<file path="src/vlqd_pkg.sv">
package vlqd_pkg;

	localparam int LEN_W            = 24;
	localparam int BYTE_W           = 8;
	localparam int GROUP_W          = 7;
	localparam int MAX_PREFIX_BYTES = 5;
	localparam int PCNT_W           = $clog2(MAX_PREFIX_BYTES + 1);
	localparam int CFG_IDX_W        = 1;
	localparam int CFG_DATA_W       = 24;

	localparam logic [LEN_W-1:0] CFG_RESET_VAL = LEN_W'(65536);

	localparam logic [1:0] PH_PREFIX  = 2'd0;
	localparam logic [1:0] PH_PAYLOAD = 2'd1;
	localparam logic [1:0] PH_ERROR   = 2'd2;

	localparam logic [1:0] ST_OK        = 2'd0;
	localparam logic [1:0] ST_TOO_SMALL = 2'd1;
	localparam logic [1:0] ST_FRAMING   = 2'd2;

	localparam logic [CFG_IDX_W-1:0] REG_RX_CAPACITY      = 1'd0;
	localparam logic [CFG_IDX_W-1:0] REG_RECV_BUFFER_SIZE = 1'd1;

	typedef struct packed {
		logic [LEN_W-1:0] rx_capacity;
		logic [LEN_W-1:0] recv_buffer_size;
	} cfg_t;

endpackage

</file>
<file path="src/vlq_length_prefix_deframer_top.sv">
// Length-prefixed message deframer. Each message starts with a length prefix of
// 7-bit groups, most significant first, bit 7 set meaning another prefix byte
// follows (at most 5 prefix bytes). Payload bytes up to recv_buffer_size are
// passed out; the rest are dropped. The last byte of a message carries
// msg_last with status (0 ok, 1 buffer too small) and msg_len. A zero length
// ends the message at the prefix. An unterminated prefix or a length above
// rx_capacity gives one framing-error transaction (status 2), after which the
// block ignores input until reset. One byte is taken per cycle while the result
// is not stalled: a byte goes through an input register and one decode step
// into the result register, which drives out_valid. Only out_stall slows the
// block: a stalled result holds the result register and the byte behind it.
// A result that is not a delivered byte or a message end produces no output
// transaction.
module vlq_length_prefix_deframer_top (
	input  logic                                clk,
	input  logic                                arst_n,
	input  logic                                in_valid,
	output logic                                in_stall,
	input  logic [vlqd_pkg::BYTE_W-1:0]         rx_byte,
	output logic                                out_valid,
	input  logic                                out_stall,
	output logic [vlqd_pkg::BYTE_W-1:0]         out_byte,
	output logic                                byte_valid,
	output logic                                msg_last,
	output logic [1:0]                          status,
	output logic [vlqd_pkg::LEN_W-1:0]          msg_len,
	input  logic                                cfg_we,
	input  logic [vlqd_pkg::CFG_IDX_W-1:0]      cfg_index,
	input  logic [vlqd_pkg::CFG_DATA_W-1:0]     cfg_data
);
	import vlqd_pkg::*;

	cfg_t              cfg;
	logic              v_s1;
	logic [BYTE_W-1:0] byte_s1;
	logic              adv;
	logic              in_acc;
	logic              res_valid;

	assign adv      = v_s1 && (!res_valid || !out_stall);
	assign in_stall = v_s1 && !adv;
	assign in_acc   = in_valid && !in_stall;

	always_ff @(posedge clk or negedge arst_n) begin
		if (!arst_n) begin
			v_s1 <= 1'b0;
		end else if (in_acc) begin
			v_s1 <= 1'b1;
		end else if (adv) begin
			v_s1 <= 1'b0;
		end
	end

	always_ff @(posedge clk) begin
		if (in_acc) begin
			byte_s1 <= rx_byte;
		end
	end

	vlqd_cfg_regs u_cfg (
		.clk       (clk),
		.arst_n    (arst_n),
		.cfg_we    (cfg_we),
		.cfg_index (cfg_index),
		.cfg_data  (cfg_data),
		.cfg       (cfg)
	);

	vlqd_core u_core (
		.clk        (clk),
		.arst_n     (arst_n),
		.cfg        (cfg),
		.adv        (adv),
		.byte_s1    (byte_s1),
		.res_take   (!out_stall),
		.res_valid  (res_valid),
		.out_byte   (out_byte),
		.byte_valid (byte_valid),
		.msg_last   (msg_last),
		.status     (status),
		.msg_len    (msg_len)
	);

	assign out_valid = res_valid;

endmodule

</file>
<file path="src/vlqd_cfg_regs.sv">
module vlqd_cfg_regs (
	input  logic                                clk,
	input  logic                                arst_n,
	input  logic                                cfg_we,
	input  logic [vlqd_pkg::CFG_IDX_W-1:0]      cfg_index,
	input  logic [vlqd_pkg::CFG_DATA_W-1:0]     cfg_data,
	output vlqd_pkg::cfg_t                      cfg
);
	import vlqd_pkg::*;

	cfg_t cfg_q;

	always_ff @(posedge clk or negedge arst_n) begin
		if (!arst_n) begin
			cfg_q.rx_capacity      <= CFG_RESET_VAL;
			cfg_q.recv_buffer_size <= CFG_RESET_VAL;
		end else if (cfg_we) begin
			unique case (cfg_index)
				REG_RX_CAPACITY:      cfg_q.rx_capacity      <= cfg_data[LEN_W-1:0];
				REG_RECV_BUFFER_SIZE: cfg_q.recv_buffer_size <= cfg_data[LEN_W-1:0];
				default: ;
			endcase
		end
	end

	assign cfg = cfg_q;

endmodule

</file>
<file path="src/vlqd_core.sv">
module vlqd_core (
	input  logic                           clk,
	input  logic                           arst_n,
	input  vlqd_pkg::cfg_t                 cfg,
	input  logic                           adv,
	input  logic [vlqd_pkg::BYTE_W-1:0]    byte_s1,
	input  logic                           res_take,
	output logic                           res_valid,
	output logic [vlqd_pkg::BYTE_W-1:0]    out_byte,
	output logic                           byte_valid,
	output logic                           msg_last,
	output logic [1:0]                     status,
	output logic [vlqd_pkg::LEN_W-1:0]     msg_len
);
	import vlqd_pkg::*;

	logic [1:0]        phase_q, phase_d;
	logic [LEN_W-1:0]  acc_q, acc_d;
	logic              ovf_q, ovf_d;
	logic [PCNT_W-1:0] pcnt_q, pcnt_d;
	logic [LEN_W-1:0]  mlen_q, mlen_d;
	logic [LEN_W-1:0]  pay_q, pay_d;

	logic [LEN_W-1:0]  acc_full;
	logic              acc_ovf;
	logic [PCNT_W-1:0] pcnt_inc;
	logic [LEN_W-1:0]  pay_inc;
	logic              deliver;

	logic              load;
	logic [BYTE_W-1:0] r_byte;
	logic              r_bv;
	logic              r_last;
	logic [1:0]        r_st;
	logic [LEN_W-1:0]  r_size;

	logic              res_v_q;
	logic [BYTE_W-1:0] byte_q;
	logic              bv_q;
	logic              last_q;
	logic [1:0]        st_q;
	logic [LEN_W-1:0]  size_q;

	assign acc_full = {acc_q[LEN_W-GROUP_W-1:0], byte_s1[GROUP_W-1:0]};
	assign acc_ovf  = ovf_q || (acc_q[LEN_W-1:LEN_W-GROUP_W] != '0);
	assign pcnt_inc = pcnt_q + PCNT_W'(1);
	assign pay_inc  = pay_q + LEN_W'(1);
	assign deliver  = pay_q < cfg.recv_buffer_size;

	always_comb begin
		phase_d = phase_q;
		acc_d   = acc_q;
		ovf_d   = ovf_q;
		pcnt_d  = pcnt_q;
		mlen_d  = mlen_q;
		pay_d   = pay_q;
		load    = 1'b0;
		r_byte  = '0;
		r_bv    = 1'b0;
		r_last  = 1'b0;
		r_st    = ST_OK;
		r_size  = '0;
		if (adv) begin
			unique case (phase_q)
				PH_PREFIX: begin
					if (!byte_s1[BYTE_W-1]) begin
						if (acc_ovf || (acc_full > cfg.rx_capacity)) begin
							phase_d = PH_ERROR;
							load    = 1'b1;
							r_last  = 1'b1;
							r_st    = ST_FRAMING;
						end else if (acc_full == '0) begin
							acc_d  = '0;
							ovf_d  = 1'b0;
							pcnt_d = '0;
							pay_d  = '0;
							load   = 1'b1;
							r_last = 1'b1;
						end else begin
							phase_d = PH_PAYLOAD;
							mlen_d  = acc_full;
							pay_d   = '0;
						end
					end else if (pcnt_inc >= PCNT_W'(MAX_PREFIX_BYTES)) begin
						phase_d = PH_ERROR;
						load    = 1'b1;
						r_last  = 1'b1;
						r_st    = ST_FRAMING;
					end else begin
						acc_d  = acc_full;
						ovf_d  = acc_ovf;
						pcnt_d = pcnt_inc;
					end
				end
				PH_PAYLOAD: begin
					pay_d = pay_inc;
					if (pay_inc == mlen_q) begin
						phase_d = PH_PREFIX;
						acc_d   = '0;
						ovf_d   = 1'b0;
						pcnt_d  = '0;
						pay_d   = '0;
						load    = 1'b1;
						r_byte  = deliver ? byte_s1 : '0;
						r_bv    = deliver;
						r_last  = 1'b1;
						r_st    = (mlen_q > cfg.recv_buffer_size) ? ST_TOO_SMALL : ST_OK;
						r_size  = mlen_q;
					end else if (deliver) begin
						load   = 1'b1;
						r_byte = byte_s1;
						r_bv   = 1'b1;
					end
				end
				default: ;
			endcase
		end
	end

	always_ff @(posedge clk or negedge arst_n) begin
		if (!arst_n) begin
			phase_q <= PH_PREFIX;
			acc_q   <= '0;
			ovf_q   <= 1'b0;
			pcnt_q  <= '0;
			mlen_q  <= '0;
			pay_q   <= '0;
			res_v_q <= 1'b0;
		end else begin
			phase_q <= phase_d;
			acc_q   <= acc_d;
			ovf_q   <= ovf_d;
			pcnt_q  <= pcnt_d;
			mlen_q  <= mlen_d;
			pay_q   <= pay_d;
			if (load) begin
				res_v_q <= 1'b1;
			end else if (res_take) begin
				res_v_q <= 1'b0;
			end
		end
	end

	always_ff @(posedge clk) begin
		if (load) begin
			byte_q <= r_byte;
			bv_q   <= r_bv;
			last_q <= r_last;
			st_q   <= r_st;
			size_q <= r_size;
		end
	end

	assign res_valid  = res_v_q;
	assign out_byte   = byte_q;
	assign byte_valid = bv_q;
	assign msg_last   = last_q;
	assign status     = st_q;
	assign msg_len    = size_q;

endmodule

</file>
<file path="config.mk">
export PLATFORM = sky130hd
export DESIGN_NAME = vlq_length_prefix_deframer_top
export DESIGN_NICKNAME = d
export VERILOG_FILES = /design/src/vlqd_pkg.sv /design/src/vlq_length_prefix_deframer_top.sv /design/src/vlqd_cfg_regs.sv /design/src/vlqd_core.sv
export SDC_FILE = /design/constraint.sdc
export NUM_CORES = 1
export LEC_CHECK = 0
export ABC_AREA = 0
export BUFFER_PORTS_ARGS = -buffer_cell sky130_fd_sc_hd__buf_2
export CORE_MARGIN = 3
export CORE_UTILIZATION = 54
export CTS_BUF_LIST = sky130_fd_sc_hd__clkbuf_4 sky130_fd_sc_hd__clkbuf_8
export CTS_CLUSTER_SIZE = 28
export DETAILED_ROUTE_END_ITERATION = 16
export PLACE_DENSITY_LB_ADDON = 0.12
export REMOVE_ABC_BUFFERS = 1
export SLEW_MARGIN = 15
export SYNTH_ARGS = -nofsm -noshare
export SYNTH_HDL_FRONTEND = slang
export SYNTH_SLANG_ARGS = --single-unit
</file>
<file path="constraint.sdc">
create_clock -name clk -period 4.3 [get_ports clk]
set_input_delay 0.215 -clock clk [delete_from_list [all_inputs] [get_ports clk]]
set_output_delay 0.215 -clock clk [all_outputs]
set_load 0.01 [all_outputs]
</file>
==> results of run 1 <==
-- flip-flops by register name, indices dropped and copies added (netlist names), 3 cells and up --
name	flops
byte_s1	8
u_cfg.cfg	48
u_core.acc_q	24
u_core.mlen_q	24
u_core.msg_len	24
u_core.out_byte	8
u_core.pay_q	24
u_core.pcnt_q	3
-- through the flow --
step	util, %	std cells	hold slack [ns]	setup WS [ns]	TNS, ns
finish	64.2	1231	0.0622	0.295	0
floorplan	-	855	-0.0806	-0.0169	-0.0337
CTS	64.2	1231	0.0430	0.349	0
global route	64.2	1231	0.0948	0.0797	0
global placement	60.0	1165	0.392	0.451	0
detailed placement	60.0	1165	0.393	0.359	0
-- power breakdown --
group	leakage (uW)	switching (uW)	internal [uW]
Combinational	0.00279	428	304
Sequential	0.00209	113	1830
Clock	0.000194	628	476
-- metal layers --
metal | part of all wire (%) | wire (um)
met2 | 46 | 10800
met4 | 2.0 | 469
met5 | 0 | 0
met1 | 47 | 11200
met3 | 5.3 | 1270
-- how the worst max path moves through the flow --
stage / startpoint / end / slack (ns) / cells after the start
floorplan: u_core.pay_q[4] / u_core.pay_q[13] / -0.02 / 9
global placement: u_core.pay_q[3] / u_core.msg_len[16] / 0.45 / 10
global route: u_core.pay_q[0] / u_core.msg_last / 0.08 / 11
CTS: u_core.pay_q[3] / u_core.msg_len[16] / 0.35 / 10
detailed placement: u_core.pay_q[3] / u_core.msg_last / 0.36 / 10
finish: u_core.pay_q[3] / u_core.msg_len[16] / 0.30 / 10
-- area by class of cell --
type,instances,area [sq um]
fillers,1351,6040
multi-input cells,625,4580
flip-flops and latches,172,4530
well taps,220,275
inverters,58,218
clock inverters,14,139
repair buffers,124,856
clock buffers,18,241
-- critical path, stage by stage, from the launching register on --
cell and delay [ns]:
dfrtp_1 0.55, nand4_2 0.23, or3_1 0.52, or4_1 0.55, mux2_4 0.27, a211oi_2 0.25, nand4_1 0.20, or2_2 0.39
a21oi_1 0.20, o21bai_4 0.26, buf_4 0.26
-- logic make-up after synthesis --
group | Yosys count | synth area share, %
AO/OA/AOI/OAI | 188 | 13.0
XOR/XNOR | 29 | 2.68
adder cells (fa/ha/maj) | 74 | 9.77
buffers and inverters | 95 | 4.09
flip-flops | 172 | 47.8
multiplexers | 57 | 6.77
AND/OR/NAND/NOR | 277 | 15.9
-- Yosys cell counts, drive strengths merged, types with 9 or more instances --
| master | count | area, sq um |
|---|---|---|
| xor2 | 13 | 114 |
| o21ai | 69 | 345 |
| nand4 | 19 | 125 |
| inv | 58 | 218 |
| a21o | 17 | 128 |
| buf | 11 | 72.6 |
| xnor2 | 16 | 140 |
| nor4 | 23 | 144 |
| nor2 | 29 | 109 |
| nor2b | 12 | 75.1 |
| edfxtp | 44 | 1320 |
| mux2 | 54 | 612 |
| ha | 74 | 926 |
| clkbuf | 26 | 97.6 |
| a21oi | 28 | 140 |
| and2 | 33 | 209 |
| dfrtp | 126 | 3150 |
| a22o | 31 | 272 |
| nand2 | 66 | 248 |
| nand2b | 9 | 56.3 |
| nand3 | 21 | 105 |
| nor3 | 21 | 105 |
-- placed cells by master, fill, tap and decap left out, drive strengths merged, types with 9 or more instances in the layout --
cell / n
dfrtp: 126
dlygate4sd3: 34
a21o: 17
buf: 90
xnor2: 16
nand2b: 9
nor2: 29
and2: 33
mux2: 54
ha: 74
edfxtp: 44
inv: 62
a21oi: 28
clkbuf: 18
nor2b: 12
nor3: 21
a22o: 31
nand2: 66
nand3: 21
nor4: 23
o21ai: 69
xor2: 13
nand4: 19
==> flow_summary_export.csv, run 1 <==
group,metric,value,unit
run_status,outcome,"finished, final reports clean",
logic_synthesis,avgSynthCellArea,10.6,sq um
logic_synthesis,synth-edff-count,44,
drt,drcViolationCount,0,
drt,drt_pass1_iterations,7,
clock_network,numCtsBuffers,17,
setup_path,required,4.47,ns
logic_synthesis,post_synth_num_cell_types,66,
floorplan,coreArea,16900,sq um
setup_path,cp-start-kind,"flip-flop",
setup_path,critical_path_class,"flip-flop to flip-flop",
finish,layout-drive-gt1-share,19.2,%
setup_path,worst-r2r-cell-count,10,
clock_network,ctsHoldBuffers,34,
finish,area_growth,14.4,%
logic_synthesis,ys_seq_area_share,47.8,%
pwr,pwr_density_cell,348,nW/um^2
finish,diodes,0,
setup_path,r2r-start,"u_core.pay_q[3]",
logic_synthesis,syn-instance-count,892,
drt,drt_iter0_markers,587,
pwr,ir_drop,0.483,mV
logic_synthesis,synth_flop_cell,"dfrtp_1",
global_routing,grtUsageMet2,39.0,%
placement,port_buffers,75,
pwr,total_power,3780,uW
floorplan,die_h,138,um
sta,timing.final.crit_share,93.1,%
drt,routed_wl,23.8,mm
clock_network,htree_levels,4,
sta,drv_slew,0,
drt,antenna_left,0,
clock_network,clock_path_buffers,2,
clock_network,cts_resized,0,
logic_synthesis,netlist_area,9480,sq um
floorplan,initial_core_util,56.2,%
clock_network,cts_tree,"built",
setup_path,r2r_setup_slack,0.30,ns
run,cap_violations,0,
sta,rsz0062_at_grt,"no",
setup_path,rr_endpoint,"u_core.msg_len[16]",
setup_path,cp_max_fo,10,
clock_network,cts_setup_buffers,0,
worst_hold_path,worstHoldPathCells,3,
clock_network,numClockSinks,172,
global_routing,grt-ovfl-total,0,
global_routing,grtUsageMet3,4.49,%
sta,fin_worst_skew,0.0181,ns
sta,worst_pin_slew,1.13,ns
sta,max_freq,250,MHz
global_routing,first_global_vias,7193,
sta,period_needed,4.00,ns
finish,stdcell_area,10800,sq um
drt,wl_per_cell,19.3,um
sta,finalHoldViolations,0,
setup_path,crit_arrival,4.17,ns
drt,vias,7293,
finish,final_nets,1110,
sta,slew_headroom,24.4,%
sta,setup_viol,0,
global_routing,top_usage_layer,"met2",
global_routing,grt_pass1_wl,39.0,mm
global_routing,grtUsageMet1,37.1,%
clock_network,root_buffer,"clkbuf_8",
floorplan,fp-row-count,47,
floorplan,die-width,138,um
floorplan,dieArea,19200,sq um
worst_hold_path,min_to,"v_s1",
logic_synthesis,async_flop_share,74.4,%
logic_synthesis,ys_warn_count,0,
drt,drt-vias-per-instance,5.92,
worst_hold_path,hp-start,"out_stall",
worst_hold_path,min_path_type,"primary input to flip-flop",
placement,hpwl,17.4,mm
setup_path,endpoint_kind,"flip-flop",
placement,dpl_cell_area,10100,sq um
global_routing,track_usage,25.4,%
floorplan,ios,76,
clock_network,insertion_delay,0.47,ns
logic_synthesis,ys_seq_elements,172,
clock_network,clkSlewWorstSetupHoldPaths,0.09,ns
pwr,p_leak,0.00507,uW
global_routing,antenna_found_initial,0,
global_routing,grt_max_degree,75,
placement,gp_congestion,0.967,
(Power assumes the default switching activity.)
==> run 2: changes to the inputs <==
--- a/config.mk
+++ b/config.mk
@@ -14,6 +14,7 @@
 export DETAILED_ROUTE_END_ITERATION = 16
 export PLACE_DENSITY_LB_ADDON = 0.12
 export REMOVE_ABC_BUFFERS = 1
+export SETUP_SLACK_MARGIN = 0.3
 export SLEW_MARGIN = 15
 export SYNTH_ARGS = -nofsm -noshare
 export SYNTH_HDL_FRONTEND = slang
==> constraint.sdc (replaced) <==
create_clock -name clk -period 3.25 [get_ports clk]
set_input_delay 0.1625 -clock clk [delete_from_list [all_inputs] [get_ports clk]]
set_output_delay 0.1625 -clock clk [all_outputs]
set_load 0.01 [all_outputs]
==> run 2 against run 1 <==
Via count up 13%. Cell count up 12%. First-iteration DRC count up 48%. Worst setup slack worse by 0.56 ns. The run now ends with negative setup slack left. Largest power group unchanged. Register-to-register slack worse by 0.56 ns. Utilization up 12 points. Final area up 19%. Critical path type unchanged. Sequential power up 29%. Power up 49%.
==> flow_summary_export.csv, run 2 (synthesis results as in run 1) <==
group,metric,value,unit
finish,fillers,1063,
setup_path,crit_arrival,3.70,ns
run,cap_violations,0,
drt,drt_iter0_markers,869,
clock_network,root_buffer,"clkbuf_8",
placement,gp_congestion,0.973,
drt,drcViolationCount,0,
global_routing,first_global_vias,8243,
sta,fin_worst_skew,0.0191,ns
floorplan,fp-row-count,47,
placement,hpwl,19.2,mm
clock_network,insertion_delay,0.48,ns
drt,drt-vias-per-instance,5.97,
global_routing,grt_max_degree,113,
placement,dp_slack,-0.162,ns
sta,timing.final.ws_setup,-0.261,ns
setup_path,required,3.44,ns
finish,final_nets,1253,
clock_network,htree_levels,4,
setup_path,cp-start-kind,"flip-flop",
sta,max_freq,285,MHz
floorplan,coreArea,16900,sq um
setup_path,critical_path_class,"flip-flop to flip-flop",
floorplan,die_h,138,um
floorplan,initial_core_util,56.2,%
pwr,p_leak,0.00606,uW
drt,routed_wl,28.6,mm
global_routing,track_usage,29.2,%
clock_network,numClockSinks,172,
setup_path,endpoint_kind,"flip-flop",
placement,port_buffers,75,
sta,setup_viol,78,
finish,final_cell_mix,"124 x dfrtp_1, 115 x buf_4, 74 x buf_2, 69 x ha_1, 65 x nand2_1",
finish,area_growth,36.0,%
global_routing,grt_pass1_wl,44.2,mm
global_routing,antenna_found_initial,0,
drt,drt_pass1_iterations,5,
sta,timing.final.crit_share,108,%
sta,drv_slew,0,
clock_network,clock_path_buffers,2,
clock_network,numCtsBuffers,17,
floorplan,dieArea,19200,sq um
finish,diodes,0,
worst_hold_path,min_path_type,"primary input to flip-flop",
clock_network,cts_tree,"built",
pwr,ir_drop,0.374,mV
run_status,failed_checks,"negative setup slack",
clock_network,clkSlewWorstSetupHoldPaths,0.11,ns
sta,period_needed,3.51,ns
pwr,pwr_density_cell,436,nW/um^2
finish,layout-drive-gt1-share,35.6,%
sta,worst_pin_slew,0.658,ns
drt,vias,8205,
sta,slew_headroom,56.0,%
drt,antenna_left,0,
finish,layout.cells.most_common,"dfrtp_1",
drt,wl_per_cell,20.8,um
finish,largest_reg_flops,48,
setup_path,cp_max_fo,10,
floorplan,ios,76,
sta,rsz0062_at_grt,"yes",
run_status,outcome,"finished, violations left",
floorplan,die-width,138,um
global_routing,grt-ovfl-total,0,
sta,whs,0.0328,ns
sta,finalHoldViolations,0,
-- run 2: cell count changes in the layout (fill, tap and decap cells not counted), sizes merged --
cell,previous run,this run
clkinvlp,1,2
clkbuf,18,19
buf,90,232
bufinv,1,3
inv,62,64
clkinv,8,3
-- run 2: timing repair --
action / in CTS / in global routing
gates resized for setup: 67 / 98
setup buffers: 24 / 8
cloned: 8 / 1
hold buffers: 34 / 0
endpoints found under the setup margin: 146 / 148
pin swaps: 20 / 31
hold endpoints to repair: 77 / 0
-- run 2: power breakdown --
| part | internal [uW] | leakage (uW) | switching, uW | total, uW |
|---|---|---|---|---|
| combinational | 662 | 0.00376 | 796 | 1460 |
| sequential | 2420 | 0.00209 | 84.9 | 2500 |
| clock | 798 | 0.000212 | 858 | 1660 |
| total | 3880 | 0.00606 | 1740 | 5620 |
-- run 2: routing by layer --
metal / wire length, um / global-route usage [%] / up-vias
met1: 12200 / 39.9 / 4033
met4: 1100 / 12.0 / 0
met3: 1770 / 4.97 / 75
li1: - / - / 3750
met5: 0 / 0 / -
met2: 13600 / 46.8 / 347
-- run 2: area by class of cell --
type / count / area, sq um / share of cell area [%]
Clock inverter: 14 / 180 / 1.40
Multi-Input combinational cell: 625 / 5130 / 39.8
Timing Repair Buffer: 267 / 2310 / 17.9
Sequential cell: 172 / 4530 / 35.1
Clock buffer: 18 / 248 / 1.92
Inverter: 58 / 218 / 1.69
Tap cell: 220 / 275 / 2.14
-- run 2: per-stage QoR --
stage / utilization, % / cell area, sq um / std cells / setup TNS (ns) / power (uW)
2_1_floorplan: - / 9310 / 855 / -67.96 / 3170
3_3_place_gp: 64.9 / 11000 / 1267 / -4.72 / 3660
3_5_place_dp: 64.9 / 11000 / 1267 / -8.16 / 3700
4_1_cts: 73.6 / 12400 / 1365 / -0.973 / 5530
5_1_grt: 76.4 / 12900 / 1374 / -19.27 / 5870
6_report: 76.4 / 12900 / 1374 / -13.40 / 5620
-- run 2: path summary, 6_finish.rpt --
check | from | end | slack [ns] | cells after the start
worst max-delay path | u_core.pay_q[6] | u_core.msg_len[7] | -0.26 | 12
worst min-delay path | out_stall | v_s1 | 0.03 | 3
worst max register to register | u_core.pay_q[6] | u_core.msg_len[7] | -0.26 | 12
worst min register to register | u_cfg.cfg[14] | u_cfg.cfg[14] | 0.52 | 1
max in group asynchronous | arst_n | u_core.mlen_q[18] | 2.23 | 3
min in group asynchronous | arst_n | u_core.pay_q[9] | 0.09 | 2
-- run 2: worst max-delay path, stage by stage, from the launching register on --
cell	delay, ns
dfrtp_1	0.39
nand3_2	0.09
or3_4	0.39
or4_4	0.51
mux2_4	0.27
a211oi_2	0.28
nand4_1	0.20
buf_4	0.19
or2_4	0.25
a21oi_4	0.16
o21bai_4	0.20
buf_12	0.16
buf_16	0.13
